--- config.mk ---
export PLATFORM = sky130hd
export DESIGN_NAME = led_pattern_fade_sequencer
export DESIGN_NICKNAME = d
export VERILOG_FILES = /design/src/rtl/core/lpfs_pkg.sv /design/src/rtl/core/led_pattern_fade_sequencer.sv /design/src/rtl/core/lpfs_div.sv /design/src/rtl/core/lpfs_ctrl.sv /design/src/rtl/core/lpfs_datapath.sv
export SDC_FILE = /design/constraint.sdc
export NUM_CORES = 1
export LEC_CHECK = 0
export ABC_AREA = 1
export BUFFER_PORTS_ARGS = -buffer_cell sky130_fd_sc_hd__buf_2
export CAP_MARGIN = 15
export CORE_MARGIN = 4
export CORE_UTILIZATION = 57
export CTS_CLUSTER_DIAMETER = 120
export DETAILED_ROUTE_END_ITERATION = 7
export PLACE_DENSITY = 0.74
export SYNTH_ARGS = -nofsm -noshare
export SYNTH_HDL_FRONTEND = slang
export SYNTH_HIERARCHICAL = 1
export SYNTH_SLANG_ARGS = --single-unit
--- constraint.sdc ---
create_clock -name clk -period 4.8 [get_ports clk]
set_input_delay 0.48 -clock clk [delete_from_list [all_inputs] [get_ports clk]]
set_output_delay 0.48 -clock clk [all_outputs]
set_load 0.005 [all_outputs]
--- src/rtl/core/lpfs_pkg.sv ---
// Shared types, codes and pattern ROM for the LED pattern fade sequencer.
// No dependencies; used by every module in rtl/core except lpfs_checker.
package lpfs_pkg;

    localparam int ROM_MODES  = 5;
    localparam int ROM_STAGES = 8;
    localparam int MS_W       = 12;
    localparam int TICK_W     = 32;
    localparam int CNT_W      = 8;
    localparam int CH_N       = 3;

    typedef enum logic [1:0] {
        OP_TICK   = 2'd0,
        OP_SET    = 2'd1,
        OP_PAUSE  = 2'd2,
        OP_RESUME = 2'd3
    } op_t;

    typedef enum logic [3:0] {
        S_IDLE,
        S_DISPATCH,
        S_TICK_CHK,
        S_PICK_CHK,
        S_BEGIN,
        S_WAIT_DUR,
        S_WAIT_FADE,
        S_APPLY,
        S_CH,
        S_WAIT_CH,
        S_POST,
        S_FADE_STEP,
        S_DONE
    } state_t;

    typedef enum logic [1:0] {
        DIV_DUR  = 2'd0,
        DIV_FADE = 2'd1,
        DIV_MAG  = 2'd2
    } div_sel_t;

    typedef struct packed {
        logic       cap;
        logic       tick_inc;
        logic       en_write_item;
        logic       en_clr_cur;
        logic       pause;
        logic       stage_inc;
        logic       stage_zero;
        logic       repeat_inc;
        logic       pick;
        logic       blank;
        logic       div_start;
        div_sel_t   div_sel;
        logic       set_deadline;
        logic       latch_ft;
        logic       jump;
        logic       fade_setup;
        logic       step_zero;
        logic       step_latch;
        logic [1:0] ch;
        logic       fade_on;
        logic       fade_step;
        logic       out_load;
    } cmd_t;

    typedef struct packed {
        logic running;
        logic mode_ok;
        logic deadline_hit;
        logic last_stage;
        logic keep_going;
        logic pick_change;
        logic stage_in;
        logic div_done;
        logic ft_zero;
        logic mag_zero;
        logic fade_active;
    } status_t;

    typedef struct packed {
        logic [7:0]      r;
        logic [7:0]      g;
        logic [7:0]      b;
        logic [MS_W-1:0] dur;
        logic [MS_W-1:0] fade;
    } stage_t;

    function automatic logic [3:0] rom_count(input logic [2:0] m);
        case (m)
            3'd0:    rom_count = 4'd1;
            3'd1:    rom_count = 4'd2;
            3'd2:    rom_count = 4'd2;
            3'd3:    rom_count = 4'd4;
            3'd4:    rom_count = 4'd8;
            default: rom_count = 4'd1;
        endcase
    endfunction

    function automatic logic rom_forever(input logic [2:0] m);
        rom_forever = (m == 3'd1) || (m == 3'd2) || (m == 3'd3);
    endfunction

    function automatic logic [CNT_W-1:0] rom_passes(input logic [2:0] m);
        rom_passes = (m == 3'd4) ? 8'd1 : 8'd0;
    endfunction

    function automatic stage_t mk(input logic [7:0] l, input logic blue_only,
                                  input int dur, input int fade);
        stage_t s;
        s.r    = blue_only ? 8'd0 : l;
        s.g    = blue_only ? 8'd0 : l;
        s.b    = l;
        s.dur  = MS_W'(dur);
        s.fade = MS_W'(fade);
        return s;
    endfunction

    function automatic stage_t stage_rom(input logic [2:0] m, input logic [2:0] s);
        stage_t v;
        v = mk(8'd0, 1'b0, 0, 0);
        case (m)
            3'd1:
            begin
                v = (s == 3'd0) ? mk(8'd0, 1'b0, 50, 0) : mk(8'd0, 1'b0, 50, 0);
                if (s == 3'd0)
                begin
                    v.r = 8'd255;
                end
            end
            3'd2: v = (s == 3'd0) ? mk(8'd255, 1'b1, 500, 150) : mk(8'd0, 1'b1, 500, 150);
            3'd3:
            begin
                case (s)
                    3'd0:    v = mk(8'd255, 1'b1, 150, 150);
                    3'd1:    v = mk(8'd0, 1'b1, 200, 0);
                    3'd2:    v = mk(8'd255, 1'b1, 150, 150);
                    default: v = mk(8'd0, 1'b1, 1000, 150);
                endcase
            end
            3'd4:
            begin
                case (s)
                    3'd0:    v = mk(8'd255, 1'b0, 3000, 3000);
                    3'd1:    v = mk(8'd0, 1'b0, 500, 150);
                    3'd7:    v = mk(8'd0, 1'b0, 200, 0);
                    default: v = mk(s[0] ? 8'd0 : 8'd255, 1'b0, 50, 0);
                endcase
            end
            default: v = mk(8'd0, 1'b0, 0, 0);
        endcase
        return v;
    endfunction

endpackage

--- src/rtl/core/led_pattern_fade_sequencer.sv ---
// LED pattern fade sequencer, top level.
// Input channel (in_valid/in_stall) takes one word per command: operation,
// mode, enable. Output channel (out_valid/out_stall) returns exactly one
// result word per command: red, green, blue, fading, shown_mode, stage_index.
// The APB port holds tick_period_ms at address 0 (paddr[2] selects the word).
// Commands are handled one at a time; the next word is taken the cycle after
// a result is loaded. Pause and ignored mode writes go from dispatch
// straight to the result.
// A command that starts a stage runs the shared divider (12 quotient steps)
// twice (duration, fade ticks), and a fading stage once more per changing
// colour channel.
// The result sits in an output register; a new command is taken while it
// waits, but its own result is held back until the receiver drops out_stall.
// Reset clears the sequencer to mode none, black, no fade, period 10 ms.
// Depends on lpfs_pkg, lpfs_ctrl, lpfs_datapath, lpfs_div.
module led_pattern_fade_sequencer
    import lpfs_pkg::*;
#(
    parameter int MODE_COUNT = 5,
    parameter int MAX_STAGES = 8,
    parameter int STEP_LIMIT = 255
)
(
    input  logic        clk,
    input  logic        rst_n,
    input  logic        psel,
    input  logic        penable,
    input  logic        pwrite,
    input  logic [2:0]  paddr,
    input  logic [31:0] pwdata,
    output logic [31:0] prdata,
    output logic        pready,
    input  logic        in_valid,
    output logic        in_stall,
    input  logic [1:0]  operation,
    input  logic [2:0]  mode,
    input  logic        enable,
    output logic        out_valid,
    input  logic        out_stall,
    output logic [7:0]  red,
    output logic [7:0]  green,
    output logic [7:0]  blue,
    output logic        fading,
    output logic [2:0]  shown_mode,
    output logic [3:0]  stage_index
);
    logic [9:0] period_reg;
    cmd_t       cmd;
    status_t    st;

    always_ff @(posedge clk or negedge rst_n)
    begin
        if (!rst_n)
        begin
            period_reg <= 10'd10;
        end
        else if (psel && penable && pwrite && !paddr[2])
        begin
            period_reg <= pwdata[9:0];
        end
    end

    assign pready = 1'b1;
    assign prdata = paddr[2] ? 32'd0 : {22'd0, period_reg};

    lpfs_ctrl u_ctrl (
        .clk       (clk),
        .rst_n     (rst_n),
        .in_valid  (in_valid),
        .operation (operation),
        .in_stall  (in_stall),
        .out_valid (out_valid),
        .out_stall (out_stall),
        .st        (st),
        .cmd       (cmd)
    );

    lpfs_datapath #(
        .MODE_COUNT (MODE_COUNT),
        .MAX_STAGES (MAX_STAGES),
        .STEP_LIMIT (STEP_LIMIT)
    ) u_dp (
        .clk         (clk),
        .rst_n       (rst_n),
        .cmd         (cmd),
        .st          (st),
        .mode        (mode),
        .enable      (enable),
        .period      (period_reg),
        .red         (red),
        .green       (green),
        .blue        (blue),
        .fading      (fading),
        .shown_mode  (shown_mode),
        .stage_index (stage_index)
    );
endmodule

--- src/rtl/core/lpfs_div.sv ---
// Restoring divider, one quotient bit per cycle.
// Depends on lpfs_pkg for the operand width.
module lpfs_div
    import lpfs_pkg::*;
(
    input  logic            clk,
    input  logic            rst_n,
    input  logic            start,
    input  logic [MS_W-1:0] num,
    input  logic [MS_W-1:0] den,
    output logic            done,
    output logic [MS_W-1:0] quo
);
    localparam int CW = $clog2(MS_W + 1);

    logic [MS_W-1:0] q_reg, q_next;
    logic [MS_W-1:0] d_reg, d_next;
    logic [MS_W:0]   r_reg, r_next;
    logic [CW-1:0]   c_reg, c_next;
    logic            done_reg, done_next;
    logic [MS_W:0]   sh;

    always_ff @(posedge clk or negedge rst_n)
    begin
        if (!rst_n)
        begin
            c_reg    <= '0;
            done_reg <= 1'b0;
        end
        else
        begin
            c_reg    <= c_next;
            done_reg <= done_next;
        end
    end

    always_ff @(posedge clk)
    begin
        q_reg <= q_next;
        d_reg <= d_next;
        r_reg <= r_next;
    end

    always_comb
    begin
        q_next    = q_reg;
        d_next    = d_reg;
        r_next    = r_reg;
        c_next    = c_reg;
        done_next = 1'b0;
        sh        = {r_reg[MS_W-1:0], q_reg[MS_W-1]};
        if (start)
        begin
            q_next = num;
            d_next = den;
            r_next = '0;
            c_next = CW'(MS_W);
        end
        else if (c_reg != '0)
        begin
            if (sh >= {1'b0, d_reg})
            begin
                r_next = sh - {1'b0, d_reg};
                q_next = {q_reg[MS_W-2:0], 1'b1};
            end
            else
            begin
                r_next = sh;
                q_next = {q_reg[MS_W-2:0], 1'b0};
            end
            c_next = c_reg - 1'b1;
            done_next = (c_reg == CW'(1));
        end
    end

    assign done = done_reg;
    assign quo  = q_reg;
endmodule

--- src/rtl/core/lpfs_ctrl.sv ---
// Sequencer state machine: walks each word through its steps and drives
// the datapath commands. Depends on lpfs_pkg.
module lpfs_ctrl
    import lpfs_pkg::*;
(
    input  logic    clk,
    input  logic    rst_n,
    input  logic    in_valid,
    input  logic    [1:0] operation,
    output logic    in_stall,
    output logic    out_valid,
    input  logic    out_stall,
    input  status_t st,
    output cmd_t    cmd
);
    state_t     state_reg, state_next;
    op_t        op_reg, op_next;
    logic       force_reg, force_next;
    logic       fa_reg, fa_next;
    logic [1:0] ch_reg, ch_next;
    logic       ov_reg, ov_next;

    always_ff @(posedge clk or negedge rst_n)
    begin
        if (!rst_n)
        begin
            state_reg <= S_IDLE;
            op_reg    <= OP_TICK;
            force_reg <= 1'b0;
            fa_reg    <= 1'b0;
            ch_reg    <= 2'd0;
            ov_reg    <= 1'b0;
        end
        else
        begin
            state_reg <= state_next;
            op_reg    <= op_next;
            force_reg <= force_next;
            fa_reg    <= fa_next;
            ch_reg    <= ch_next;
            ov_reg    <= ov_next;
        end
    end

    always_comb
    begin
        state_next = state_reg;
        op_next    = op_reg;
        force_next = force_reg;
        fa_next    = fa_reg;
        ch_next    = ch_reg;
        ov_next    = ov_reg && out_stall;
        cmd        = '0;
        cmd.ch     = ch_reg;
        cmd.div_sel = DIV_DUR;
        unique case (state_reg)
            S_IDLE:
            begin
                if (in_valid)
                begin
                    cmd.cap    = 1'b1;
                    op_next    = op_t'(operation);
                    state_next = S_DISPATCH;
                end
            end
            S_DISPATCH:
            begin
                fa_next    = 1'b0;
                force_next = 1'b0;
                unique case (op_reg)
                    OP_TICK:
                    begin
                        cmd.tick_inc = 1'b1;
                        state_next   = S_TICK_CHK;
                    end
                    OP_SET:
                    begin
                        cmd.en_write_item = st.mode_ok;
                        state_next = st.mode_ok ? S_PICK_CHK : S_DONE;
                    end
                    OP_PAUSE:
                    begin
                        cmd.pause  = 1'b1;
                        state_next = S_DONE;
                    end
                    default:
                    begin
                        force_next = 1'b1;
                        state_next = S_PICK_CHK;
                    end
                endcase
            end
            S_TICK_CHK:
            begin
                if (!st.running)
                begin
                    state_next = S_DONE;
                end
                else if (st.deadline_hit)
                begin
                    cmd.stage_inc = 1'b1;
                    if (!st.last_stage)
                    begin
                        fa_next    = 1'b1;
                        state_next = S_BEGIN;
                    end
                    else
                    begin
                        cmd.repeat_inc = 1'b1;
                        if (st.keep_going)
                        begin
                            cmd.stage_zero = 1'b1;
                            fa_next        = 1'b1;
                            state_next     = S_BEGIN;
                        end
                        else
                        begin
                            // pattern over: drop its own mode
                            cmd.en_clr_cur = 1'b1;
                            state_next     = S_PICK_CHK;
                        end
                    end
                end
                else
                begin
                    state_next = st.fade_active ? S_FADE_STEP : S_DONE;
                end
            end
            S_PICK_CHK:
            begin
                if (force_reg || st.pick_change)
                begin
                    cmd.pick   = 1'b1;
                    state_next = S_BEGIN;
                end
                else
                begin
                    state_next = S_DONE;
                end
            end
            S_BEGIN:
            begin
                if (st.stage_in)
                begin
                    cmd.div_start = 1'b1;
                    cmd.div_sel   = DIV_DUR;
                    state_next    = S_WAIT_DUR;
                end
                else
                begin
                    cmd.blank  = 1'b1;
                    state_next = S_POST;
                end
            end
            S_WAIT_DUR:
            begin
                if (st.div_done)
                begin
                    cmd.set_deadline = 1'b1;
                    cmd.div_start    = 1'b1;
                    cmd.div_sel      = DIV_FADE;
                    state_next       = S_WAIT_FADE;
                end
            end
            S_WAIT_FADE:
            begin
                if (st.div_done)
                begin
                    cmd.latch_ft = 1'b1;
                    state_next   = S_APPLY;
                end
            end
            S_APPLY:
            begin
                ch_next = 2'd0;
                if (st.ft_zero)
                begin
                    cmd.jump   = 1'b1;
                    state_next = S_POST;
                end
                else
                begin
                    cmd.fade_setup = 1'b1;
                    state_next     = S_CH;
                end
            end
            S_CH:
            begin
                cmd.div_sel = DIV_MAG;
                if (st.mag_zero)
                begin
                    cmd.step_zero = 1'b1;
                    if (ch_reg == 2'd2)
                    begin
                        cmd.fade_on = 1'b1;
                        state_next  = S_POST;
                    end
                    else
                    begin
                        ch_next = ch_reg + 2'd1;
                    end
                end
                else
                begin
                    cmd.div_start = 1'b1;
                    state_next    = S_WAIT_CH;
                end
            end
            S_WAIT_CH:
            begin
                cmd.div_sel = DIV_MAG;
                if (st.div_done)
                begin
                    cmd.step_latch = 1'b1;
                    if (ch_reg == 2'd2)
                    begin
                        cmd.fade_on = 1'b1;
                        state_next  = S_POST;
                    end
                    else
                    begin
                        ch_next    = ch_reg + 2'd1;
                        state_next = S_CH;
                    end
                end
            end
            S_POST:
            begin
                state_next = (fa_reg && st.fade_active) ? S_FADE_STEP : S_DONE;
            end
            S_FADE_STEP:
            begin
                cmd.fade_step = 1'b1;
                state_next    = S_DONE;
            end
            S_DONE:
            begin
                if (!(ov_reg && out_stall))
                begin
                    cmd.out_load = 1'b1;
                    ov_next      = 1'b1;
                    state_next   = S_IDLE;
                end
            end
            default: state_next = S_IDLE;
        endcase
    end

    assign in_stall  = (state_reg != S_IDLE);
    assign out_valid = ov_reg;
endmodule

--- src/rtl/core/lpfs_datapath.sv ---
// Sequencer state, pattern lookup, fade arithmetic and result registers.
// Depends on lpfs_pkg and lpfs_div.
module lpfs_datapath
    import lpfs_pkg::*;
#(
    parameter int MODE_COUNT = 5,
    parameter int MAX_STAGES = 8,
    parameter int STEP_LIMIT = 255
)
(
    input  logic       clk,
    input  logic       rst_n,
    input  cmd_t       cmd,
    output status_t    st,
    input  logic [2:0] mode,
    input  logic       enable,
    input  logic [9:0] period,
    output logic [7:0] red,
    output logic [7:0] green,
    output logic [7:0] blue,
    output logic       fading,
    output logic [2:0] shown_mode,
    output logic [3:0] stage_index
);
    localparam int PICK_TOP = ((MODE_COUNT < ROM_MODES) ? MODE_COUNT : ROM_MODES) - 1;

    logic [TICK_W-1:0]    tick_reg, dl_reg;
    logic [CNT_W-1:0]     stage_reg, rep_reg;
    logic                 run_reg, fa_reg;
    logic [2:0]           cur_mode_reg, mode_in_reg;
    logic                 en_in_reg;
    logic [ROM_MODES-1:0] ena_reg;
    logic [7:0]           cur_reg [CH_N];
    logic [7:0]           tgt_reg [CH_N];
    logic [7:0]           smag_reg [CH_N];
    logic                 sneg_reg [CH_N];
    logic [MS_W-1:0]      ft_reg;
    logic [7:0]           o_r_reg, o_g_reg, o_b_reg;
    logic                 o_f_reg;
    logic [2:0]           o_m_reg;
    logic [3:0]           o_s_reg;

    stage_t          srom;
    logic [3:0]      total;
    logic [2:0]      best;
    logic [9:0]      p_eff;
    logic [MS_W-1:0] dnum, dden, quo;
    logic            ddone;
    logic [7:0]      mag;
    logic            neg;
    logic [7:0]      cnew [CH_N];
    logic            same;
    logic [8:0]      qp1;
    logic [7:0]      stepv;
    logic [7:0]      lvl [CH_N];

    assign srom  = stage_rom(cur_mode_reg, stage_reg[2:0]);
    assign total = (int'(rom_count(cur_mode_reg)) < MAX_STAGES) ? rom_count(cur_mode_reg)
                                                                : 4'(MAX_STAGES);
    assign p_eff = (period == 10'd0) ? 10'd1 : period;
    assign lvl[0] = srom.r;
    assign lvl[1] = srom.g;
    assign lvl[2] = srom.b;

    always_comb
    begin
        best = 3'd0;
        for (int i = 0; i <= PICK_TOP; i++)
        begin
            if (ena_reg[i])
            begin
                best = 3'(i);
            end
        end
    end

    // magnitude of the channel under fade setup
    always_comb
    begin
        neg = tgt_reg[cmd.ch] < cur_reg[cmd.ch];
        mag = neg ? (cur_reg[cmd.ch] - tgt_reg[cmd.ch]) : (tgt_reg[cmd.ch] - cur_reg[cmd.ch]);
    end

    always_comb
    begin
        case (cmd.div_sel)
            DIV_DUR:  dnum = srom.dur;
            DIV_FADE: dnum = srom.fade;
            default:  dnum = MS_W'(mag - 8'd1);
        endcase
        dden = (cmd.div_sel == DIV_MAG) ? ft_reg : MS_W'(p_eff);
    end

    lpfs_div u_div (
        .clk   (clk),
        .rst_n (rst_n),
        .start (cmd.div_start),
        .num   (dnum),
        .den   (dden),
        .done  (ddone),
        .quo   (quo)
    );

    assign qp1   = {1'b0, quo[7:0]} + 9'd1;
    assign stepv = (qp1 > 9'(STEP_LIMIT)) ? 8'(STEP_LIMIT) : qp1[7:0];

    always_comb
    begin
        logic [8:0] s9;
        s9   = '0;
        same = 1'b1;
        for (int i = 0; i < CH_N; i++)
        begin
            if (cur_reg[i] != tgt_reg[i])
            begin
                same = 1'b0;
            end
            cnew[i] = cur_reg[i];
            if (smag_reg[i] != 8'd0)
            begin
                if (!sneg_reg[i])
                begin
                    s9 = {1'b0, cur_reg[i]} + {1'b0, smag_reg[i]};
                    cnew[i] = (s9 > {1'b0, tgt_reg[i]}) ? tgt_reg[i] : s9[7:0];
                end
                else
                begin
                    s9 = {1'b0, cur_reg[i]} - {1'b0, smag_reg[i]};
                    cnew[i] = (s9[8] || (s9[7:0] < tgt_reg[i])) ? tgt_reg[i] : s9[7:0];
                end
            end
        end
    end

    always_ff @(posedge clk or negedge rst_n)
    begin
        if (!rst_n)
        begin
            tick_reg     <= '0;
            dl_reg       <= '0;
            stage_reg    <= '0;
            rep_reg      <= '0;
            run_reg      <= 1'b0;
            fa_reg       <= 1'b0;
            cur_mode_reg <= 3'd0;
            ena_reg      <= '0;
            ft_reg       <= '0;
            for (int i = 0; i < CH_N; i++)
            begin
                cur_reg[i]  <= 8'd0;
                tgt_reg[i]  <= 8'd0;
                smag_reg[i] <= 8'd0;
                sneg_reg[i] <= 1'b0;
            end
        end
        else
        begin
            if (cmd.tick_inc)
            begin
                tick_reg <= tick_reg + 1'b1;
            end
            if (cmd.pause)
            begin
                run_reg <= 1'b0;
            end
            if (cmd.en_write_item)
            begin
                ena_reg[mode_in_reg] <= en_in_reg;
            end
            if (cmd.en_clr_cur)
            begin
                ena_reg[cur_mode_reg] <= 1'b0;
            end
            if (cmd.stage_zero)
            begin
                stage_reg <= '0;
            end
            else if (cmd.stage_inc)
            begin
                stage_reg <= stage_reg + 1'b1;
            end
            if (cmd.repeat_inc)
            begin
                rep_reg <= rep_reg + 1'b1;
            end
            if (cmd.pick)
            begin
                if (!rom_forever(cur_mode_reg))
                begin
                    ena_reg[cur_mode_reg] <= 1'b0;
                end
                cur_mode_reg <= best;
                run_reg      <= 1'b1;
                stage_reg    <= '0;
                rep_reg      <= '0;
            end
            if (cmd.blank)
            begin
                fa_reg <= 1'b0;
                dl_reg <= '0;
                for (int i = 0; i < CH_N; i++)
                begin
                    cur_reg[i] <= 8'd0;
                end
            end
            if (cmd.set_deadline)
            begin
                dl_reg <= tick_reg + TICK_W'(quo);
            end
            if (cmd.latch_ft)
            begin
                ft_reg <= quo;
            end
            if (cmd.jump)
            begin
                fa_reg <= 1'b0;
                for (int i = 0; i < CH_N; i++)
                begin
                    cur_reg[i] <= lvl[i];
                end
            end
            if (cmd.fade_setup)
            begin
                for (int i = 0; i < CH_N; i++)
                begin
                    if (fa_reg)
                    begin
                        cur_reg[i] <= tgt_reg[i];
                    end
                    tgt_reg[i] <= lvl[i];
                end
            end
            if (cmd.step_zero)
            begin
                smag_reg[cmd.ch] <= 8'd0;
                sneg_reg[cmd.ch] <= 1'b0;
            end
            if (cmd.step_latch)
            begin
                smag_reg[cmd.ch] <= stepv;
                sneg_reg[cmd.ch] <= neg;
            end
            if (cmd.fade_on)
            begin
                fa_reg <= 1'b1;
            end
            if (cmd.fade_step)
            begin
                if (same)
                begin
                    fa_reg <= 1'b0;
                end
                else
                begin
                    for (int i = 0; i < CH_N; i++)
                    begin
                        cur_reg[i] <= cnew[i];
                    end
                end
            end
        end
    end

    always_ff @(posedge clk)
    begin
        if (cmd.cap)
        begin
            mode_in_reg <= mode;
            en_in_reg   <= enable;
        end
        if (cmd.out_load)
        begin
            o_r_reg <= cur_reg[0];
            o_g_reg <= cur_reg[1];
            o_b_reg <= cur_reg[2];
            o_f_reg <= fa_reg;
            o_m_reg <= cur_mode_reg;
            o_s_reg <= stage_reg[3:0];
        end
    end

    always_comb
    begin
        st              = '0;
        st.running      = run_reg;
        st.mode_ok      = (int'(mode_in_reg) < MODE_COUNT) && (int'(mode_in_reg) < ROM_MODES);
        st.deadline_hit = (dl_reg != '0) && (tick_reg > dl_reg);
        st.last_stage   = ((stage_reg + 8'd1) >= {4'd0, total});
        st.keep_going   = rom_forever(cur_mode_reg) ||
                          ((rep_reg + 1'b1) < rom_passes(cur_mode_reg));
        st.pick_change  = (best != cur_mode_reg);
        st.stage_in     = (stage_reg < {4'd0, total});
        st.div_done     = ddone;
        st.ft_zero      = (ft_reg == '0);
        st.mag_zero     = (mag == 8'd0);
        st.fade_active  = fa_reg;
    end

    assign red         = o_r_reg;
    assign green       = o_g_reg;
    assign blue        = o_b_reg;
    assign fading      = o_f_reg;
    assign shown_mode  = o_m_reg;
    assign stage_index = o_s_reg;
endmodule

# Yosys cells after proc, flatten, opt, wreduce, memory -nomap -nowiden
# Index checks and enable logic that the tools add are counted.
# Widths: inputs -> output; s select.
[word_totals]
ff_bits = 275
elab_cells = 337
[classes]
n_reduce_logical = 45
n_bitwise = 8
add_sub_neg = 17
eq_ne = 42
n_lt_le_gt_ge = 21
mux = 162
[ops]
columns = ["op", "count"]
rows = [
  ["$mux 8", 29],
  ["$pmux 48 s4", 1],
  ["$mux 24", 7],
  ["$pmux 48 s3", 1],
  ["$mux 32", 3],
  ["$mux 4", 17],
  ["$pmux 32 s2", 1],
  ["$mux 1", 55],
  ["$pmux 4 s13", 1],
  ["$lt 8x8->1", 5],
  ["$mux 12", 3],
  ["$add 32x1->32 const B", 1],
  ["$add 32x12->32", 1],
  ["$bmux 8 s2", 2],
  ["$gt 32x32->1", 1],
  ["$reduce_bool 32->1", 1],
  ["$mux 10", 3],
  ["$mux 3", 10],
  ["$add 8x8->9", 3],
  ["$gt 9x8->1", 3],
  ["$sub 8x8->9", 3],
  ["$and 24x24->24", 1],
  ["$bwmux 24", 1],
  ["$ne 8x8->1", 3],
  ["69 further kinds", 139],
]

# Depth between registers and ports, before layout
# Gate-level depths: netlist of the first run.
[depth]
depth_word = 14
ltp_mapped = 30
depth_no_buf = 27

# Modules after synthesis
# Netlist of the first run, hierarchy kept.
[modules_own_cells]
columns = ["module", "cells_each", "n_inst", "area_each_um2"]
rows = [
  ["lpfs_datapath", 2232, 1, 16136.7],
  ["lpfs_div", 333, 1, 2483.6],
  ["lpfs_ctrl", 170, 1, 1013.5],
  ["led_pattern_fade_sequencer", 93, 1, 680.7],
]

# Least setup slack after synthesis of the first run
# OpenSTA, ideal clock, no wires.
[synth_path]
kind = "register -> register"
start = "register u_ctrl.ch_reg[1]"
end = "register u_dp.u_div.q_reg[2] (netlist: u_dp/u_div/quo[2]) (data pin)"
stages_incl_launch_ff = 28
setup_slack_ns = 0.070
setup_ns = 0.253
n_path_buf = 4
required_time_ns = 4.547
t_arrival_ns = 4.476
period_less_slack_ns = 4.730
cell_sequence = "dfrtp_1 inv_1 nand2_1 inv_1 clkbuf_1 a22oi_1 o21a_1 inv_1 fa_1 nand3_1 nand2_2 nand2_2 nand2_4 buf_8 nand2_1 o21ai_2 ha_1 nand2_1 nor2_4 nand2_2 nor2_4 nand3b_1 o211ai_1 clkbuf_1 inv_1 clkbuf_1 nand2_1 nand2_1"
[synth_rtl]
columns = ["item", "line", "source"]
rows = [
  ["from (decl)", "lpfs_ctrl.sv:20", "logic [1:0] ch_reg, ch_next;"],
  ["from (signal assigned)", "lpfs_ctrl.sv:40", "ch_reg <= ch_next;"],
  ["to (signal assigned)", "lpfs_div.sv:39", "q_reg <= q_next;"],
  ["to (decl)", "lpfs_div.sv:16", "logic [MS_W-1:0] q_reg, q_next;"],
]

==> run metrics, run 1 <==
status completed; Ys Warns 6; clock tree sinks 253; CTS tree yes; Die X 197 um; period utilisation layout 0.918; Skew-Pair Late Insertion Delay 0.58 ns; largest net degree at the start of global routing 93; die area 38700 um2; most frequent cells in the layout nand2_1, inv_1, nand3_1; Clock Root Buffer clkbuf_16; Clock transition at path regs 0.06 ns; largest family of logic cells by synthesized area simple AND/OR/NAND/NOR gates; cts bufs inserted 30; critical path's most frequent cell nand2_1; IO Pins 115; fin crit period 4.41 ns; Multi-input gate area approximately 12000 um2; synthesized instance count between 2000 and 3000; asr flop ratio synth 0.715; clock skew 0.0251 ns; Worst Hold Class in -> reg; total power 16.1 mW; first-pass GRT wire length 88000 um; Main synth FF type dfrtp_1; compound-cell area share of the yosys netlist 0.108; Longest Clk Path Bufs 3; FMAX 227 MHz; WL final 53700 um; critical path's largest stage delay 0.42 ns; drt first pass iters 6; Worst EP required ~5.3 ns; Post-Synth XOR/XNOR Area 0.0401; die height around 200 um; post-DR wirelength/cell 15.8 um; layout cell share with drive strength beyond 1 0.0909; post-synthesis area per instance 7.18 um2; Worst-Margin Slew 1.07 ns; PwrDens between 700 and 800 nW/um2; ANT nets after route 0; vias per std cell 5.59; Hold Vio Cnt, Final 0; Register Area 6570 um2; multiplexer share of the synthesized area 0.000554; Synth area leader dfrtp_1; Critical Path Source Type register; Core Rows 68; total track usage 0.270; Critical Path End Type register; FF+latch count, synth 253; Simple-Gate Fraction of Synth Area 0.297; Seq/Total Area, Yosys 0.324; DRC 0; vias in the first global route 18000; nets 3155; final non-filler cell total 3393; Max FO, Critical Path 13; input/output buffers 67; Static Leak 11.7 nW; routability cong. 0.942; GRT Residual Overflow 0; HPWL after DPL 40600 um; via count 19000; Filler Cell Count 3108; CTS H-tree depth 1; # diodes 0; Inst Count DP around 3300; EDFF count, synth 60; CP max stage cell dfrtp_1; DR iter-0 viols 1570; max-cap violations 0; adder-cell share of the synthesized area 0.123; count of different cell masters after synthesis 66; antenna violations before repair 0; most common cell after layout, fill and taps aside nand2_1; area grow syn2layout 9.53%; relative slew slack 0.286; initial core utilization 0.582; top cells by area, synth dfrtp_1, nand2_1, ha_1; Pins Over Slew Limit 0; core area 34900 um2; Post-Syn Area 20300 um2; Worst VDD drop ~0.00057 V; # setup viols final 0; kind of critical path reg -> reg; Worst EP arrival approximately 5 ns; share of the synthesized area in the top cell type 0.220
==> final timing paths <==
kind	from	to	slack (ns)	cells after the start
max in group asynchronous	rst_n	u_dp/sneg_reg[1]	3.26	3
worst min-delay path	mode[2]	u_dp/mode_in_reg[2]	0.08	1
worst min register to register	u_dp/u_div/r_reg[6]	u_dp/u_div/r_reg[6]	0.47	2
min in group asynchronous	rst_n	period_reg[7]	0.51	2
worst max register to register	u_ctrl/ch_reg[1]	u_dp/u_div/c_reg[0]	0.39	28
worst max-delay path	u_ctrl/ch_reg[1]	u_dp/u_div/c_reg[0]	0.39	28
==> cell families after synthesis <==
kind of cell    count (synthesis)
mux                             1
fa+ha+maj                     193
flops                         253
compound gates                379
xor+xnor                       93
buf+inv                       535
simple gates                 1372
other cells                     2
==> cell usage after synthesis, drive strengths merged (25+ instances only) <==
library cell	count
a21oi	149
buf	53
clkbuf	25
dfrtp	179
edfxtp	60
ha	183
inv	454
nand2	714
nand3	292
nand4	56
nor2	239
nor3	35
o21ai	133
o22ai	30
xor2	73
==> cell type report <==
class,instances,share of cell area
clock buffers,35,0.0360
clock inverters,21,0.0110
inverters,457,0.0773
multi-input cells,2061,0.524
flip-flops and latches,253,0.295
well taps,455,0.0256
repair buffers,111,0.0310
==> stage by stage <==
stage	setup TNS [ns]	instance area (um2)	setup slack, ns	hold WS (ns)	util
final	0	22300	0.392	0.0768	0.638
after global routing	-0.0168	22300	-0.0168	0.0589	0.638
after CTS	0	22200	0.196	0.0496	0.636
after detailed placement	0	21100	0.233	0.460	0.606
after global placement	0	21100	0.315	0.459	0.606
after floorplan	0	20400	0.0704	0.184	-
==> worst max-delay path, delay by kind of cell (launching register included) <==
kind,cells,cell delay (ns)
buf+inv,7,0.95
simple gates,14,1.57
fa+ha+maj,2,0.61
compound gates,5,0.76
flops,1,0.42
==> layer usage <==
layer,global-route usage,vias to the layer above,share of wire
met5,0,-,0
met4,0.0788,0,0.029
met3,0.0376,118,0.064
met2,0.456,627,0.47
met1,0.365,8859,0.44
li1,-,9355,-
==> what timing repair did <==
item / CTS / global route
gates resized for setup: 0 / 7
setup endpoints to repair: 0 / 38
hold buffers: 1 / 0
endpoints found under the hold margin: 6 / 0
buffers inserted: 0 / 5
==> report_power, final <==
part           internal [mW]  leakage (nW)  switching (mW)  total (mW)
combinational           3.67          8.06            6.61        10.3
sequential              2.82          3.14           0.568        3.38
clock                   1.46         0.510           0.962        2.42
total                   7.95          11.7            8.14        16.1
No activity file was read; power rests on OpenSTA's default activity.
==> run 2, diff against run 1 <==
--- a/config.mk
+++ b/config.mk
@@ -10,8 +10,8 @@
 export CAP_MARGIN = 15
 export CORE_MARGIN = 4
-export CORE_UTILIZATION = 57
+export CORE_UTILIZATION = 55
 export CTS_CLUSTER_DIAMETER = 120
 export DETAILED_ROUTE_END_ITERATION = 7
-export PLACE_DENSITY = 0.74
+export PLACE_DENSITY = 0.72
 export SYNTH_ARGS = -nofsm -noshare
 export SYNTH_HDL_FRONTEND = slang
==> constraint.sdc (replaced) <==
create_clock -name clk -period 4.8 [get_ports clk]
set_input_delay 0.96 -clock clk [delete_from_list [all_inputs] [get_ports clk]]
set_output_delay 0.96 -clock clk [all_outputs]
set_load 0.005 [all_outputs]
==> run 2 against run 1 <==
Effect of this change:
- setup slack better by 0.026 ns
- sequential power hardly changed
- count of clock-buffer cells in the layout is 1 lower
- routed wire length is 1.3% lower
- flip-flop and latch count stayed put
- total power is 0.89% lower
- cell count is 0.41% higher
- worst hold slack better by 0.37 ns
- sequential share of layout area hardly changed
- global-route usage is 1.2 points lower
- combinational power hardly changed
- critical path type unchanged
- highest routed layer unchanged
==> run metrics, run 2 (synthesized netlist as in run 1, its figures left out) <==
sw power 8.04 mW (-1.1%); CP max stage cell fa_1; layout cell share with drive strength beyond 1 0.0902 (-0.000711); sw frac 0.505 (-0.00115); area grow syn2layout 9.50% (about the same); CTS H-tree depth 1 (unchanged); input/output buffers 67 (unchanged); HPWL after DPL 40800 um (+0.64%); Worst Hold Class in -> async; Filler Cell Count 3336 (+7.3%); total power 15.9 mW (-0.89%); P_int 7.89 mW (-0.66%); Core Util, Final 0.609 (-0.0288); final instance area 22200 um2 (about the same); Inst Count DP 3347 (+0.48%); die area 40100 um2 (+3.5%); status completed; Core Rows 70 (+2.9%); Logic pwr share 0.640 (about the same); period utilisation layout 0.913 (-0.00552); Skew-Pair Late Insertion Delay 0.58 ns (about the same); Hold Vio Cnt, Final 0 (unchanged); # diodes 0 (unchanged); Pins Over Slew Limit 0 (unchanged); WL final 53000 um (-1.3%); PwrDens 717 nW/um2 (-0.86%); fin crit period 4.38 ns (-0.0265 ns); Worst EP arrival 4.68 ns (-0.22 ns); kind of critical path reg -> reg; Post-Place Worst Slack 0.327 ns (+0.0940 ns); Longest Clk Path Bufs 3 (unchanged); routability cong. 0.927 (-1.6%); flop-to-flop setup slack 0.42 ns (+0.03 ns); vias per std cell 5.50 (-1.5%); # hold bufs at CTS 0 (-1); critical path's most frequent cell nand2_2; clock tree sinks 253 (unchanged); cts bufs inserted 30 (unchanged); CP top delay family simple AND/OR/NAND/NOR gates; via count 18800 (-1.1%); nets 3156 (+0.032%); drt first pass iters 5 (-1); Static Leak 11.7 nW (-0.14%); IO Pins 115 (unchanged); # setup viols final 0 (unchanged); most common cell after layout, fill and taps aside nand2_1; Clk network pwr share 0.148 (-0.003); core area 36500 um2 (+4.7%); Worst EP required 5.10 ns (-0.19 ns); ANT nets after route 0 (unchanged); Buf+Inv Stages, Crit Path 4 (-3); post-DR wirelength/cell 15.6 um (-1.7%); Setup TNS 0 ns (unchanged); RSZ-0062 raised after global routing no; relative slew slack 0.297 (+0.0110); max-cap violations 0 (unchanged); Min Hold Slack 0.452 ns (+0.375 ns); first-pass GRT wire length 88100 um (about the same); Reg power frac 0.212 (+0.002); Die X 200 um (+1.7%); Critical Path Source Type register; Critical Path End Type register; largest net degree at the start of global routing 98 (+5.4%); final non-filler cell total 3407 (+0.41%); die height 200 um (+1.7%); Worst-Margin Slew 1.05 ns (-0.0139 ns); clock skew 0.0206 ns (-0.00453 ns); GRT Residual Overflow 0 (unchanged); antenna violations before repair 0 (unchanged); DRC 0 (unchanged); CTS tree yes; Critical Path, Cell by Cell nand2_1 > inv_2 > a22oi_1 > o21a_1 > clkinvlp_4 > fa_1 > nand3_1 > nand2_2 > nand2_2 > nand2_4 > o21ai_2 > ha_1 > nand2_1 > nor2_4 > nand2_2 > nor2_4 > nand3b_1 > o211ai_1 > buf_4 > nor2_2 > inv_2; Max FO, Critical Path 14 (+1); PnR worst setup slack 0.418 ns (+0.0265 ns); Worst VDD drop 0.000435 V (-24%); most frequent cells in the layout nand2_1, inv_1, nand3_1; placed inst area 21200 um2 (+0.18%); Clock transition at path regs 0.06 ns (about the same); DR iter-0 viols 1288 (-18%); Clock Root Buffer clkbuf_16; total track usage 0.258 (-0.0122); initial core utilization 0.556 (-0.0261); FMAX 228 MHz (+0.60%); vias in the first global route 18200 (+0.97%); critical path's largest stage delay 0.53 ns (+0.11 ns)
[run 2: power groups by stage]
stage / registers (mW) / clock network (mW) / logic (mW)
floorplan: 3.26 / 0 / 7.79
global placement: 3.39 / 0 / 9.80
detailed placement: 3.40 / 0 / 10.1
CTS: 3.37 / 2.41 / 10.1
global route: 3.44 / 2.50 / 11.7
finish: 3.38 / 2.36 / 10.2
[run 2: path summary, 6_finish.rpt]
kind	depth (start not counted)	startpoint	endpoint
setup / recovery	21	u_ctrl/ch_reg[0]	u_dp/u_div/quo[7]
hold / removal	1	rst_n	u_dp/rep_reg[4]
setup reg to reg	21	u_ctrl/ch_reg[0]	u_dp/u_div/quo[7]
hold reg to reg	2	period_reg[3]	period_reg[3]
max in group asynchronous	2	rst_n	period_reg[1]
min in group clk	2	period_reg[3]	period_reg[3]
[run 2: layer usage]
| layer | vias up | GRT usage | part of all wire |
|---|---|---|---|
| met5 | - | 0 | 0 |
| met4 | 0 | 0.0826 | 0.031 |
| met3 | 116 | 0.0329 | 0.052 |
| met2 | 512 | 0.439 | 0.47 |
| met1 | 8755 | 0.346 | 0.45 |
| li1 | 9367 | - | - |
[run 2: area by class of cell]
type	instances	area [um2]	area share
Multi-Input combinational cell	2061	11600	0.524
Sequential cell	253	6570	0.296
Inverter	457	1720	0.0773
Clock buffer	34	766	0.0344
Timing Repair Buffer	112	694	0.0312
Tap cell	468	586	0.0263
Clock inverter	22	259	0.0116
[run 2: what timing repair did]
| action | CTS | global route |
|---|---|---|
| resized for setup | 0 | 3 |
| setup buffers | 0 | 4 |
| endpoints found under the setup margin | 0 | 33 |
[run 2: worst register-to-register path, cell delays in order (launching register included)]
cell and delay [ns]:
dfrtp_1 0.43, nand2_1 0.21, inv_2 0.14, a22oi_1 0.19
o21a_1 0.25, clkinvlp_4 0.23, fa_1 0.53, nand3_1 0.13
nand2_2 0.09, nand2_2 0.08, nand2_4 0.13, o21ai_2 0.21
ha_1 0.21, nand2_1 0.09, nor2_4 0.13, nand2_2 0.09
nor2_4 0.14, nand3b_1 0.15, o211ai_1 0.14, buf_4 0.23
nor2_2 0.15, inv_2 0.15
